File: src/design/tcpu_pkg.sv
// ----------------------------------------------------------------------------
// tcpu_pkg: shared definitions of the teaching CPU execute unit
// Operation codes, stream widths, parameter defaults and the request that
// starts the shared multiply/divide unit.
// ----------------------------------------------------------------------------
`default_nettype none
package tcpu_pkg;

  localparam int NUM_REGS_DEF  = 4;
  localparam int REG_WIDTH_DEF = 32;
  localparam int MEM_DEPTH_DEF = 256;   // memory depth is a power of two

  localparam int BYTE_BITS   = 8;
  localparam int IN_TDATA_W  = 40;
  localparam int OUT_TDATA_W = 48;

  localparam logic [4:0] OP_HLT  = 5'd0;
  localparam logic [4:0] OP_NOP  = 5'd1;
  localparam logic [4:0] OP_LDR  = 5'd2;
  localparam logic [4:0] OP_STR  = 5'd3;
  localparam logic [4:0] OP_ADD  = 5'd4;
  localparam logic [4:0] OP_SUB  = 5'd5;
  localparam logic [4:0] OP_MUL  = 5'd6;
  localparam logic [4:0] OP_DIV  = 5'd7;
  localparam logic [4:0] OP_CMP  = 5'd8;
  localparam logic [4:0] OP_MOVR = 5'd9;
  localparam logic [4:0] OP_AND  = 5'd10;
  localparam logic [4:0] OP_OR   = 5'd11;
  localparam logic [4:0] OP_XOR  = 5'd12;
  localparam logic [4:0] OP_NOT  = 5'd13;
  localparam logic [4:0] OP_JE   = 5'd14;
  localparam logic [4:0] OP_JNE  = 5'd15;
  localparam logic [4:0] OP_JL   = 5'd16;
  localparam logic [4:0] OP_JLE  = 5'd17;
  localparam logic [4:0] OP_JG   = 5'd18;
  localparam logic [4:0] OP_JGE  = 5'd19;
  localparam logic [4:0] OP_JMP  = 5'd20;
  localparam logic [4:0] OP_LD   = 5'd21;
  localparam logic [4:0] OP_ST   = 5'd22;
  localparam logic [4:0] OP_MOVI = 5'd23;
  localparam logic [4:0] OP_ADDI = 5'd24;
  localparam logic [4:0] OP_SUBI = 5'd25;
  localparam logic [4:0] OP_MULI = 5'd26;
  localparam logic [4:0] OP_DIVI = 5'd27;
  localparam logic [4:0] OP_LSH  = 5'd28;
  localparam logic [4:0] OP_RSH  = 5'd29;

  typedef struct packed {
    logic start;
    logic is_div;
  } md_req_t;

endpackage
`default_nettype wire

File: src/design/tcpu_muldiv.sv
// ----------------------------------------------------------------------------
// tcpu_muldiv: shared iterative multiply/divide unit
// One bit per cycle: shift-and-add multiply, restoring divide.
// ----------------------------------------------------------------------------
`default_nettype none
module tcpu_muldiv #(
  parameter int REG_WIDTH = tcpu_pkg::REG_WIDTH_DEF
) (
  input  wire                    clk,
  input  wire                    rst_n,
  input  tcpu_pkg::md_req_t      req,
  input  wire  [REG_WIDTH-1:0]   opa,
  input  wire  [REG_WIDTH-1:0]   opb,
  output logic                   done,
  output logic [REG_WIDTH-1:0]   result
);
  import tcpu_pkg::*;

  localparam int CW = $clog2(REG_WIDTH + 1);

  logic                 busy_r, busy_nxt;
  logic                 div_r;
  logic [CW-1:0]        cnt_r;
  logic [REG_WIDTH-1:0] acc_r, mcand_r, q_r;
  logic [REG_WIDTH:0]   shifted, diff;

  // A division by zero naturally yields all ones in the quotient.
  assign shifted = {acc_r, q_r[REG_WIDTH-1]};
  assign diff    = shifted - {1'b0, mcand_r};

  assign done   = busy_r && (cnt_r == '0);
  assign result = div_r ? q_r : acc_r;

  always_comb begin
    busy_nxt = busy_r;
    if (req.start) begin
      busy_nxt = 1'b1;
    end else if (done) begin
      busy_nxt = 1'b0;
    end
  end

  always_ff @(posedge clk) begin
    if (!rst_n) begin
      busy_r <= 1'b0;
    end else begin
      busy_r <= busy_nxt;
    end
  end

  always_ff @(posedge clk) begin
    if (req.start) begin
      div_r   <= req.is_div;
      cnt_r   <= CW'(REG_WIDTH);
      acc_r   <= '0;
      mcand_r <= req.is_div ? opb : opa;
      q_r     <= req.is_div ? opa : opb;
    end else if (busy_r && (cnt_r != '0)) begin
      cnt_r <= cnt_r - 1'b1;
      if (div_r) begin
        if (!diff[REG_WIDTH]) begin
          acc_r <= diff[REG_WIDTH-1:0];
          q_r   <= {q_r[REG_WIDTH-2:0], 1'b1};
        end else begin
          acc_r <= shifted[REG_WIDTH-1:0];
          q_r   <= {q_r[REG_WIDTH-2:0], 1'b0};
        end
      end else begin
        if (q_r[0]) begin
          acc_r <= acc_r + mcand_r;
        end
        mcand_r <= {mcand_r[REG_WIDTH-2:0], 1'b0};
        q_r     <= {1'b0, q_r[REG_WIDTH-1:1]};
      end
    end
  end

endmodule
`default_nettype wire

File: src/design/teaching_cpu_execute_unit.sv
// Sequence: an accepted beat goes to S_READ, then through S_LD1 and S_LD2 for
// loads, S_ST1 for stores or S_MD for multiply and divide, and ends in S_WB.
// Throughput: one instruction at a time; the next input beat is taken once
// the previous result is registered, so a multiply or divide holds the
// input closed until the bit-serial unit is done.
// Reset: synchronous, active low; afterwards a clearing pass zeroes the
// byte memory, during which in_tready stays low.
// ----------------------------------------------------------------------------
// teaching_cpu_execute_unit: execute stage of a small teaching CPU
// Executes one decoded instruction per input beat against a register file,
// a byte memory, the program counter and the compare flags, and returns
// one result beat with the state after the instruction.
// ----------------------------------------------------------------------------
`default_nettype none
module teaching_cpu_execute_unit #(
  parameter int NUM_REGS  = tcpu_pkg::NUM_REGS_DEF,
  parameter int REG_WIDTH = tcpu_pkg::REG_WIDTH_DEF,
  parameter int MEM_DEPTH = tcpu_pkg::MEM_DEPTH_DEF
) (
  input  wire                              clk,
  input  wire                              rst_n,
  input  wire                              in_tvalid,
  output logic                             in_tready,
  // operation[4:0], dest_index[6:5], src_index[8:7], immediate[24:9],
  // direct_address[32:25], zero fill[39:33]
  input  wire  [tcpu_pkg::IN_TDATA_W-1:0]  in_tdata,
  output logic                             out_tvalid,
  input  wire                              out_tready,
  // pc_value[7:0], dest_value[39:8], equal_out[40], less_out[41],
  // greater_out[42], halted[43], zero fill[47:44]
  output logic [tcpu_pkg::OUT_TDATA_W-1:0] out_tdata
);
  import tcpu_pkg::*;

  localparam int RIW = (NUM_REGS > 1) ? $clog2(NUM_REGS) : 1;
  localparam int AW  = $clog2(MEM_DEPTH);

  // Sequencer states.
  localparam logic [2:0] S_CLEAR = 3'd0;
  localparam logic [2:0] S_IDLE  = 3'd1;
  localparam logic [2:0] S_READ  = 3'd2;
  localparam logic [2:0] S_MD    = 3'd3;
  localparam logic [2:0] S_LD1   = 3'd4;
  localparam logic [2:0] S_LD2   = 3'd5;
  localparam logic [2:0] S_ST1   = 3'd6;
  localparam logic [2:0] S_WB    = 3'd7;

  logic [2:0]   state_r, state_nxt;
  logic [AW-1:0] clr_cnt_r;

  // Latched instruction fields.
  logic [4:0]     op_r;
  logic [RIW-1:0] d_r;
  logic [15:0]    imm_r;
  logic [7:0]     addr_r;

  // Register file: a small memory with two registered read ports.
  // Entries that were never written since reset read as zero.
  logic [REG_WIDTH-1:0] rf [NUM_REGS];
  logic [NUM_REGS-1:0]  rf_vld_r;
  logic [REG_WIDTH-1:0] a_r, b_r, res_r, res_nxt;

  // Byte memory: one write port, one registered read port.
  logic [7:0]    mem [MEM_DEPTH];
  logic          mem_we;
  logic [AW-1:0] mem_waddr, mem_raddr, hi_addr_r, hi_addr, lo_addr;
  logic [7:0]    mem_wdata, mem_rd_r, hi_byte_r;

  logic [7:0] pc_r;
  logic       eq_r, lt_r, gt_r;
  logic       out_valid_r;
  logic [OUT_TDATA_W-1:0] out_data_r;

  md_req_t              md_req;
  logic                 md_done;
  logic [REG_WIDTH-1:0] md_result;

  // Register indices are reduced modulo NUM_REGS; the 2-bit field is below
  // twice any legal depth, so one compare and subtract suffices.
  logic [4:0]     dw, sw, dm, sm;
  logic [RIW-1:0] d_idx, s_idx;
  logic           accept, out_free;

  assign dw    = {3'b000, in_tdata[6:5]};
  assign sw    = {3'b000, in_tdata[8:7]};
  assign dm    = (dw >= 5'(NUM_REGS)) ? dw - 5'(NUM_REGS) : dw;
  assign sm    = (sw >= 5'(NUM_REGS)) ? sw - 5'(NUM_REGS) : sw;
  assign d_idx = dm[RIW-1:0];
  assign s_idx = sm[RIW-1:0];

  assign in_tready  = (state_r == S_IDLE);
  assign accept     = in_tvalid && in_tready;
  assign out_free   = !out_valid_r || out_tready;
  assign out_tvalid = out_valid_r;
  assign out_tdata  = out_data_r;

  // Memory addressing: ld/st use the direct address, ldr/str the source
  // register; the second byte's address wraps around the memory.
  logic [AW+7:0] dext;
  logic          is_direct;
  assign dext      = {{AW{1'b0}}, addr_r};
  assign is_direct = (op_r == OP_LD) || (op_r == OP_ST);
  assign hi_addr   = is_direct ? dext[AW-1:0] : b_r[AW-1:0];
  assign lo_addr   = hi_addr_r + 1'b1;

  // Shift amounts of REG_WIDTH or more give zero.
  logic                 long_sh;
  logic [REG_WIDTH-1:0] imm_ext, sh_l, sh_r;
  assign imm_ext = REG_WIDTH'(imm_r);
  assign long_sh = (imm_r >= 16'(REG_WIDTH));
  assign sh_l    = long_sh ? '0 : (a_r << imm_r);
  assign sh_r    = long_sh ? '0 : (a_r >> imm_r);

  always_comb begin
    res_nxt = res_r;
    case (op_r)
      OP_ADD:  res_nxt = a_r + b_r;
      OP_SUB:  res_nxt = a_r - b_r;
      OP_MOVR: res_nxt = b_r;
      OP_AND:  res_nxt = a_r & b_r;
      OP_OR:   res_nxt = a_r | b_r;
      OP_XOR:  res_nxt = a_r ^ b_r;
      OP_NOT:  res_nxt = REG_WIDTH'(a_r == '0);
      OP_MOVI: res_nxt = imm_ext;
      OP_ADDI: res_nxt = a_r + imm_ext;
      OP_SUBI: res_nxt = a_r - imm_ext;
      OP_LSH:  res_nxt = sh_l;
      OP_RSH:  res_nxt = sh_r;
      default: res_nxt = a_r;
    endcase
  end

  logic is_md, is_ld, is_st;
  assign is_md = (op_r == OP_MUL) || (op_r == OP_DIV) ||
                 (op_r == OP_MULI) || (op_r == OP_DIVI);
  assign is_ld = (op_r == OP_LD) || (op_r == OP_LDR);
  assign is_st = (op_r == OP_ST) || (op_r == OP_STR);

  assign md_req.start  = (state_r == S_READ) && is_md;
  assign md_req.is_div = (op_r == OP_DIV) || (op_r == OP_DIVI);

  tcpu_muldiv #(
    .REG_WIDTH (REG_WIDTH)
  ) u_muldiv (
    .clk    (clk),
    .rst_n  (rst_n),
    .req    (md_req),
    .opa    (a_r),
    .opb    (((op_r == OP_MULI) || (op_r == OP_DIVI)) ? imm_ext : b_r),
    .done   (md_done),
    .result (md_result)
  );

  // Memory write and read port selection.
  always_comb begin
    mem_we    = 1'b0;
    mem_waddr = hi_addr;
    mem_wdata = a_r[15:8];
    mem_raddr = hi_addr;
    case (state_r)
      S_CLEAR: begin
        mem_we    = 1'b1;
        mem_waddr = clr_cnt_r;
        mem_wdata = '0;
      end
      S_READ: begin
        mem_we = is_st;
      end
      S_LD1: begin
        mem_raddr = lo_addr;
      end
      S_ST1: begin
        mem_we    = 1'b1;
        mem_waddr = lo_addr;
        mem_wdata = a_r[7:0];
      end
      default: begin
        mem_we = 1'b0;
      end
    endcase
  end

  always_ff @(posedge clk) begin
    if (mem_we) begin
      mem[mem_waddr] <= mem_wdata;
    end
    mem_rd_r <= mem[mem_raddr];
  end

  // Sequencer.
  always_comb begin
    state_nxt = state_r;
    case (state_r)
      S_CLEAR: begin
        if (clr_cnt_r == AW'(MEM_DEPTH - 1)) state_nxt = S_IDLE;
      end
      S_IDLE: begin
        if (accept) state_nxt = S_READ;
      end
      S_READ: begin
        if (is_md)      state_nxt = S_MD;
        else if (is_ld) state_nxt = S_LD1;
        else if (is_st) state_nxt = S_ST1;
        else            state_nxt = S_WB;
      end
      S_MD: begin
        if (md_done) state_nxt = S_WB;
      end
      S_LD1:   state_nxt = S_LD2;
      S_LD2:   state_nxt = S_WB;
      S_ST1:   state_nxt = S_WB;
      S_WB: begin
        if (out_free) state_nxt = S_IDLE;
      end
      default: state_nxt = S_IDLE;
    endcase
  end

  // Compare flags and jump decision at write-back.
  logic eq_nxt, lt_nxt, gt_nxt, jump;
  always_comb begin
    eq_nxt = eq_r;
    lt_nxt = lt_r;
    gt_nxt = gt_r;
    if (op_r == OP_CMP) begin
      eq_nxt = (a_r == b_r);
      lt_nxt = (a_r < b_r);
      gt_nxt = (a_r > b_r);
    end
    case (op_r)
      OP_JE:   jump = eq_r;
      OP_JNE:  jump = !eq_r;
      OP_JL:   jump = lt_r;
      OP_JLE:  jump = eq_r || lt_r;
      OP_JG:   jump = gt_r;
      OP_JGE:  jump = eq_r || gt_r;
      OP_JMP:  jump = 1'b1;
      default: jump = 1'b0;
    endcase
  end

  logic         wb_fire;
  logic [7:0]   pc_nxt;
  logic [REG_WIDTH+31:0] res_ext;
  assign wb_fire = (state_r == S_WB) && out_free;
  assign pc_nxt  = jump ? addr_r : pc_r;
  assign res_ext = {32'd0, res_r};

  always_ff @(posedge clk) begin
    if (!rst_n) begin
      state_r     <= S_CLEAR;
      clr_cnt_r   <= '0;
      rf_vld_r    <= '0;
      pc_r        <= '0;
      eq_r        <= 1'b0;
      lt_r        <= 1'b0;
      gt_r        <= 1'b0;
      out_valid_r <= 1'b0;
    end else begin
      state_r <= state_nxt;
      if (state_r == S_CLEAR) begin
        clr_cnt_r <= clr_cnt_r + 1'b1;
      end
      if (wb_fire) begin
        rf_vld_r[d_r] <= 1'b1;
        pc_r          <= pc_nxt;
        eq_r          <= eq_nxt;
        lt_r          <= lt_nxt;
        gt_r          <= gt_nxt;
        out_valid_r   <= 1'b1;
      end else if (out_tready) begin
        out_valid_r <= 1'b0;
      end
    end
  end

  // Datapath registers.
  always_ff @(posedge clk) begin
    if (accept) begin
      op_r   <= in_tdata[4:0];
      d_r    <= d_idx;
      imm_r  <= in_tdata[24:9];
      addr_r <= in_tdata[32:25];
      a_r    <= rf_vld_r[d_idx] ? rf[d_idx] : '0;
      b_r    <= rf_vld_r[s_idx] ? rf[s_idx] : '0;
    end
    case (state_r)
      S_READ: begin
        res_r     <= res_nxt;
        hi_addr_r <= hi_addr;
      end
      S_MD: begin
        if (md_done) res_r <= md_result;
      end
      S_LD1: begin
        hi_byte_r <= mem_rd_r;
      end
      S_LD2: begin
        res_r <= REG_WIDTH'({hi_byte_r, mem_rd_r});
      end
      default: begin
      end
    endcase
    if (wb_fire) begin
      rf[d_r]    <= res_r;
      out_data_r <= {4'b0000, (op_r == OP_HLT), gt_nxt, lt_nxt, eq_nxt,
                     res_ext[31:0], pc_nxt};
    end
  end

endmodule
`default_nettype wire

File: config.mk
export PLATFORM = sky130hd
export DESIGN_NAME = teaching_cpu_execute_unit
export DESIGN_NICKNAME = d
export VERILOG_FILES = /design/src/design/tcpu_pkg.sv /design/src/design/tcpu_muldiv.sv /design/src/design/teaching_cpu_execute_unit.sv
export SDC_FILE = /design/constraint.sdc
export NUM_CORES = 2
export LEC_CHECK = 0
export ABC_AREA = 0
export ABC_CLOCK_PERIOD_IN_PS = 13200
export BUFFER_PORTS_ARGS = -buffer_cell sky130_fd_sc_hd__buf_2
export CAP_MARGIN = 20
export CORE_UTILIZATION = 57
export DETAILED_ROUTE_END_ITERATION = 6
export PLACE_DENSITY = 0.76
export SLEW_MARGIN = 20
export SYNTH_ARGS = -nofsm -noshare
export SYNTH_HDL_FRONTEND = slang
export SYNTH_SLANG_ARGS = --single-unit
File: constraint.sdc
create_clock -name clk -period 13.2 [get_ports clk]
set_input_delay 1.98 -clock clk [delete_from_list [all_inputs] [get_ports clk]]
set_output_delay 1.98 -clock clk [all_outputs]
set_load 0.1 [all_outputs]
=== Word level (Yosys, flattened, before mapping) ===
Memory sizes are Yosys's and may differ from the RTL's. A register that Yosys moved wholly into a read port is not among the register bits.
Cells that the tools add are included.

* Memories kept: 2
* Logic and storage cells: 182
* Latch bits: 0
* Bits in read-only memories: 0
* Output and inout bits: 50
* Bits of input ports: 44
* Bits in registers: 254
* Bits in writable memories: 2176

{| class="wikitable"
|+ Memories
! name !! words !! bits a word !! rd ports !! clocked after Yosys merged registers in !! wr ports !! RTL line !! source
|-
| mem || 256 || 8 || 1 || 1 || 1 || teaching_cpu_execute_unit.sv:64 || <nowiki>logic [7:0] mem [MEM_DEPTH];</nowiki>
|-
| rf || 4 || 32 || 2 || 2 || 1 || teaching_cpu_execute_unit.sv:59 || <nowiki>logic [REG_WIDTH-1:0] rf [NUM_REGS];</nowiki>
|}

* Bitwise logic cells: 4
* $mul: 0
* Eq/ne operators: 42
* $lt $le $gt $ge: 9
* Add/subtract/negate cells: 11
* Shifts and indexed selects: 2
* Multiplexer cells: 53
* Divide/modulo/power cells: 0
* Reduce and logical (&&, ||, !) cells: 37

{| class="wikitable"
|+ Operators by type and width
! cell !! number
|-
| $mux W32 || 16
|-
| $pmux W32 S12 || 1
|-
| $pmux W32 S3 || 1
|-
| $eq A5 B5 Y1 const B || 14
|-
| $add A32 B32 Y32 || 2
|-
| $eq A5 B4 Y1 const B || 8
|-
| $sub A33 B32 Y33 || 1
|-
| $add A32 B16 Y32 || 1
|-
| $and A32 B32 Y32 || 1
|-
| $eq A32 B32 Y1 || 1
|-
| $gt A32 B32 Y1 || 1
|-
| $logic_not A32 Y1 || 1
|-
| $lt A32 B32 Y1 || 1
|-
| $or A32 B32 Y32 || 1
|-
| $pmux W8 S2 || 2
|-
| $shl A32 B16 Y32 || 1
|-
| $shr A32 B16 Y32 || 1
|-
| $sub A32 B16 Y32 || 1
|-
| $sub A32 B32 Y32 || 1
|-
| $xor A32 B32 Y32 || 1
|-
| $mux W8 || 3
|-
| $pmux W3 S7 || 1
|-
| $eq A5 B3 Y1 const B || 4
|-
| $add A8 B1 Y8 const B || 2
|-
| other kinds (33) || 91
|}

=== Longest topological paths before layout ===
* Depth in word-level cells: 7
* Mapped depth: 25

=== By module ===
From an unflattened synthesis, not the netlist that was laid out.

* Cell total of the unflattened synthesis: 9764
* Area total of the unflattened synthesis: 115997.5 um^2

{| class="wikitable"
|+ Modules (own cells, without submodules)
! module !! area an instance (um^2) !! cells each !! times used
|-
| teaching_cpu_execute_unit || 106975.1 || 8711 || 1
|-
| tcpu_muldiv || 9022.4 || 1053 || 1
|}

=== Worst setup path before layout ===
Ideal clock, no wire load.

* Path kind: reg2reg
* Start: register state_r[2]
* End: memory mem[0][0], data pin
* Cell stages (with the launch flop): 5
* Buffers on the path: 2
* Arrival: 10826 ps
* Setup slack: 186 ps
* Cells stage by stage: dfxtp_1 -> clkbuf_1 -> nand2_1 -> clkbuf_1 -> o21ai_0

* Cells in the longest elaborated chain, start to end: 2

{| class="wikitable"
|+ Ends and longest elaborated chain
! element !! RTL line !! source
|-
| start: declaration || teaching_cpu_execute_unit.sv:48 || <nowiki>logic [2:0] state_r, state_nxt;</nowiki>
|-
| start signal: assignment || teaching_cpu_execute_unit.sv:260 || <nowiki>state_r <= state_nxt;</nowiki>
|-
| $eq A3 B3 Y1 or $logic_not A3 Y1 (tied branches) || teaching_cpu_execute_unit.sv:160 || <nowiki>case (state_r)</nowiki>
|-
| $pmux W8 S2 * || teaching_cpu_execute_unit.sv:160 ||
|-
| via mem_wdata[0] || teaching_cpu_execute_unit.sv:67 || <nowiki>logic [7:0] mem_wdata, mem_rd_r, hi_byte_r;</nowiki>
|-
| end: declaration || teaching_cpu_execute_unit.sv:64 ||
|}

The timed path passes the listed nets; every way through them passes the cells marked *.

=== Final worst setup path ===
* Start: register op_r[1]
* End: register mem_rd_r[7], read port of mem

* Cells in the longest elaborated chain, start to end: 4

{| class="wikitable"
|+ Ends and longest elaborated chain
! element !! RTL line !! source
|-
| start: declaration || teaching_cpu_execute_unit.sv:52 || <nowiki>logic [4:0] op_r;</nowiki>
|-
| start signal: assignment || teaching_cpu_execute_unit.sv:280 || <nowiki>op_r <= in_tdata[4:0];</nowiki>
|-
| $eq A5 B5 Y1 || teaching_cpu_execute_unit.sv:102 || <nowiki>assign is_direct = (op_r == OP_LD) || (op_r == OP_ST);</nowiki>
|-
| $logic_or A1 B1 Y1 * || teaching_cpu_execute_unit.sv:102 ||
|-
| $mux W8 * || teaching_cpu_execute_unit.sv:103 || <nowiki>assign hi_addr = is_direct ? dext[AW-1:0] : b_r[AW-1:0];</nowiki>
|-
| $mux W8 * || teaching_cpu_execute_unit.sv:160 ||
|-
| end: declaration || teaching_cpu_execute_unit.sv:67 ||
|}

Every way passes the cells marked *; elsewhere a longest branch is shown, timed or not.
A chain may end at the register's enable or synchronous reset.

==> results summary <==
The flow ran to the end, but the final reports show violations. The checks that failed: design-rule violations. In the layout the commonest cells are edfxtp_1, nand2_1, nor2_1. CTS saw 2502 sinks.

The average wire per cell in the routed design is between 30 and 40 um. The worst hold path belongs to the class reg2reg. The total I/O pin count came out at 94. The net count reported at finish came out at roughly 8300.

The endpoint of the lowest-slack register-to-register path is mem_rd_r[7]. The synthesized area divided by synthesized cell count is approximately 14 um^2. The async set or reset register ratio after synthesis came out at 0%. Based on the critical path, the design can be clocked at up to between 0.1 and 0.15 GHz. The overall fraction of global-route tracks in use came out at a little over a third. The launch instance of the worst register-to-register path is op_r[1]. At the pin with the least slew margin, the transition time is around 1.3 ns. The number of hold violations in the final report is 0. From synthesis to final layout, the design area changed by 10.2%.

The detailed placer's ending HPWL came out at approximately 220 mm. After detailed routing, the number of remaining DRC violations is 13. The startpoint identified for the worst hold timing path is pc_r[4]. The library cell used most frequently in the layout, excluding fill and tap cells, is edfxtp_1. The static power due to leakage came out at about 41 nW.

On the final layout, the worst clock skew is 0.139 ns. The leftover overflow at the end of global routing is 0. The share of the yosys chip area belonging to registers came out at between 60 and 70%. Summing all non-filler instances in the final layout gives an area of approximately 120000 um^2. The required arrival time at the worst endpoint came out at 13.93 ns.

The cell sitting at the root of the clock tree is a clkbuf_16. The data arrival time at the worst-slack endpoint is 7.58 ns. The area of the multi-input gates is 36200 um^2. The buffer levels on the longest clock path is 3. The via total after detailed routing came out at roughly 75000.

The number of standard-cell rows in the floorplan came out at 163. The power dissipated by switching net loads is approximately 0.0031 W. The synthesis-stage register bit count came out at ~2500. For the worst flop-to-flop path, the logic depth is 12. In the finished design, the share of the clock period the worst path needs comes to between 50% and 60%. After synthesis, the netlist uses 90 different library cells.

The hold-critical path endpoint is pc_r[4]. The minimum clock period is about 6.8 ns. The internal power contribution came out at 0.0125 W. The logic gate share of total power came out at 0.7%. Once detail routing completed, the nets flagged for antenna violations numbered 0. Entering global routing, the biggest net connects ~260 pins. The initial utilization of the core area, before any placement, comes to between 50 and 60%.

The via count of the first global-routing pass is roughly 73000. Buffers inserted to repair hold after CTS numbered 0. The buffers inserted during post-CTS setup optimization is 0. The number of buffers added by the clock tree synthesis step came out at between 200 and 250. During placement, the flow inserted port buffers numbering between 80 and 90. Cells with a size suffix above 1 make up 14.2% of the layout. The Yosys step of the flow raised 0 warnings.

The first global-routing pass estimated 505 mm of wire. The kind of start point of the critical path is a flip-flop. The proportion of power drawn by flip-flops and latches is a little under three fifths.

From left edge to right edge, the die measures 447 um. The core region is 197000 um^2. Timing analysis after detailed placement gives a worst setup slack of approximately 6.4 ns. The insertion delay of the later-clocked pin in the worst-skew pair is ~0.94 ns. The placed cell area came out at 116000 um^2. The number of flops mapped to enable cells by yosys is between 2000 and 2500. The critical path class is reg2reg.

The setup total negative slack came out at 0 ns. In the synthesized netlist the dominant register cell turns out to be edfxtp_1. The vertical extent of the die came out at about 450 um.

After the first detailed-routing iteration, the DRC count stood at 12200. The count of max-cap constraint violations came out at 0. The filler cells instantiated in the layout total 13800. The ratio of routed vias to standard cells is 6.88. The detailed-router iteration count before antenna repair came out at 7. The worst reg-to-reg setup slack came out at roughly 6.4 ns. The relative max-transition margin came out at 11.5%.

Power spread over the standard cell area amounts to 126 nW/um^2. The peak fanout along the critical path is 122. The clock share of power came out at 44.4%.

The post-synthesis instance total came out at slightly above 8000. The switching power as a share of total power came out at between 20% and 30%. The worst hold path stage count is 2.

The number of antenna violations at the first check in global routing is 14. The number of resized instances in the post-cts repair step is 0. Setup repair after global routing left no endpoint under its margin.

The peak ir drop on the vdd network is 160 uV. The final count of pins violating max slew is 0. The area taken by flip-flops and latches is 74400 um^2. The placer congestion estimate came out at 1.01. The H-tree level count is 4.

The die area came out at roughly 200000 um^2. The CTS clock-pin slew for the worst setup and hold paths came out at 0.07 ns. The synthesized netlist occupies a cell area of 113000 um^2. Wires add up to around 350 mm.

The total setup violations reported at the end of the flow came out at 0. The least setup slack across all paths after layout came out at around 6.4 ns. TritonCTS built the clock tree. The critical path capture point type is a flip-flop.
per-layer routing:
layer | routed length, um | track usage (%) | share of wire [%] | up-vias
li1 | - | - | - | 31200
met1 | 121000 | 44.8 | 34 | 37000
met2 | 160000 | 53.3 | 45 | 5638
met3 | 43900 | 9.09 | 12 | 1321
met4 | 29900 | 24.6 | 8.4 | 18
met5 | 116 | 0 | 0.033 | -
metrics by stage:
step           power, W  std cells  hold WS [ns]  utilization, %
2_1_floorplan   0.00882       8073         0.408               -
3_3_place_gp    0.00885      10500         0.447            59.0
3_5_place_dp    0.00886      10500         0.457            59.0
4_1_cts          0.0156      10900         0.467            63.0
5_1_grt          0.0160      10900         0.486            63.1
6_report         0.0156      10900         0.463            63.1
state kept, by name, summed over array words and instances, names as in the netlist, 2 cells and up:
signal and cells:
a_r 32, addr_r 8, b_r 32, clr_cnt_r 8, d_r 2, hi_addr_r 8, hi_byte_r 8, imm_r 16
mem 2048, mem_rd_r 8, op_r 5, out_tdata 44, pc_r 8, res_r 32, rf 128, rf_vld_r 4
state_r 3, u_muldiv.acc_r 32, u_muldiv.cnt_r 6, u_muldiv.mcand_r 32, u_muldiv.q_r 32
synth_stat cells, drive strengths merged, types with 78 or more instances:
master | instances | area share (%)
buf | 204 | 0.98
inv | 157 | 0.52
a31oi | 84 | 0.46
a21oi | 358 | 1.6
nand2 | 1017 | 3.4
nand3 | 269 | 1.2
o21ai | 329 | 1.5
clkbuf | 306 | 1.0
ha | 197 | 2.2
a211oi | 105 | 0.71
nor3 | 123 | 0.55
xnor2 | 109 | 0.84
a22oi | 78 | 0.52
edfxtp | 2428 | 65
mux2i | 172 | 1.5
nor2b | 97 | 0.54
mux4 | 406 | 8.1
nor2 | 594 | 2.0
critical path: stages, from the launching register on:
cell and delay [ns]:
edfxtp_1 0.77, xor2_1 0.56, a31oi_1 0.32, o31ai_4 0.27
buf_4 0.34, buf_12 0.66, buf_4 0.83, buf_4 0.65
mux4_2 0.59, a22oi_1 0.52, a311oi_1 0.21, o31ai_1 0.54
nand4_1 0.17
logic make-up (layout without fill, tap and decap cells):
group                      count (synthesis)  count (layout)  synth area share, %
DFF                                     2502            2502                 65.8
muxes                                    614             614                 9.97
other                                      1              10              0.00332
AOI/OAI and AO/OA                       1487            1487                 8.62
and+or+nand+nor                         2444            2444                 9.62
adders and majority gates                201             201                 2.25
xor gates and xnor gates                 152             152                 1.18
buffers and inverters                    669             873                 2.53
worst max path at each step:
stage / from / endpoint / slack (ns) / cells after the start
3_5_place_dp: state_r[2] / mem_rd_r[7] / 6.38 / 13
2_1_floorplan: state_r[2] / mem[0][0] / 0.19 / 4
5_1_grt: op_r[1] / mem_rd_r[7] / 5.95 / 12
3_3_place_gp: state_r[2] / mem_rd_r[7] / 6.50 / 13
4_1_cts: state_r[2] / mem_rd_r[7] / 6.29 / 13
6_report: op_r[1] / mem_rd_r[7] / 6.36 / 12
layout make-up:
class | count | share of cell area (%)
sequential | 2502 | 59.7
tap | 2640 | 2.65
clock buffer | 289 | 4.99
inverter | 159 | 0.479
clock inverter | 166 | 1.42
multi-input combinational | 4902 | 29.1
antenna | 6 | 0.0121
timing repair buffer | 259 | 1.64
power by group through the flow:
stage	Combinational, W	Sequential, W	Clock, W
after floorplan	0.0000584	0.00876	0
after global placement	0.0000932	0.00876	0
after detailed placement	0.0000959	0.00876	0
after CTS	0.0000972	0.00859	0.00694
after global routing	0.000104	0.00859	0.00726
final	0.000102	0.00859	0.00694
(Power assumes the default switching activity.)
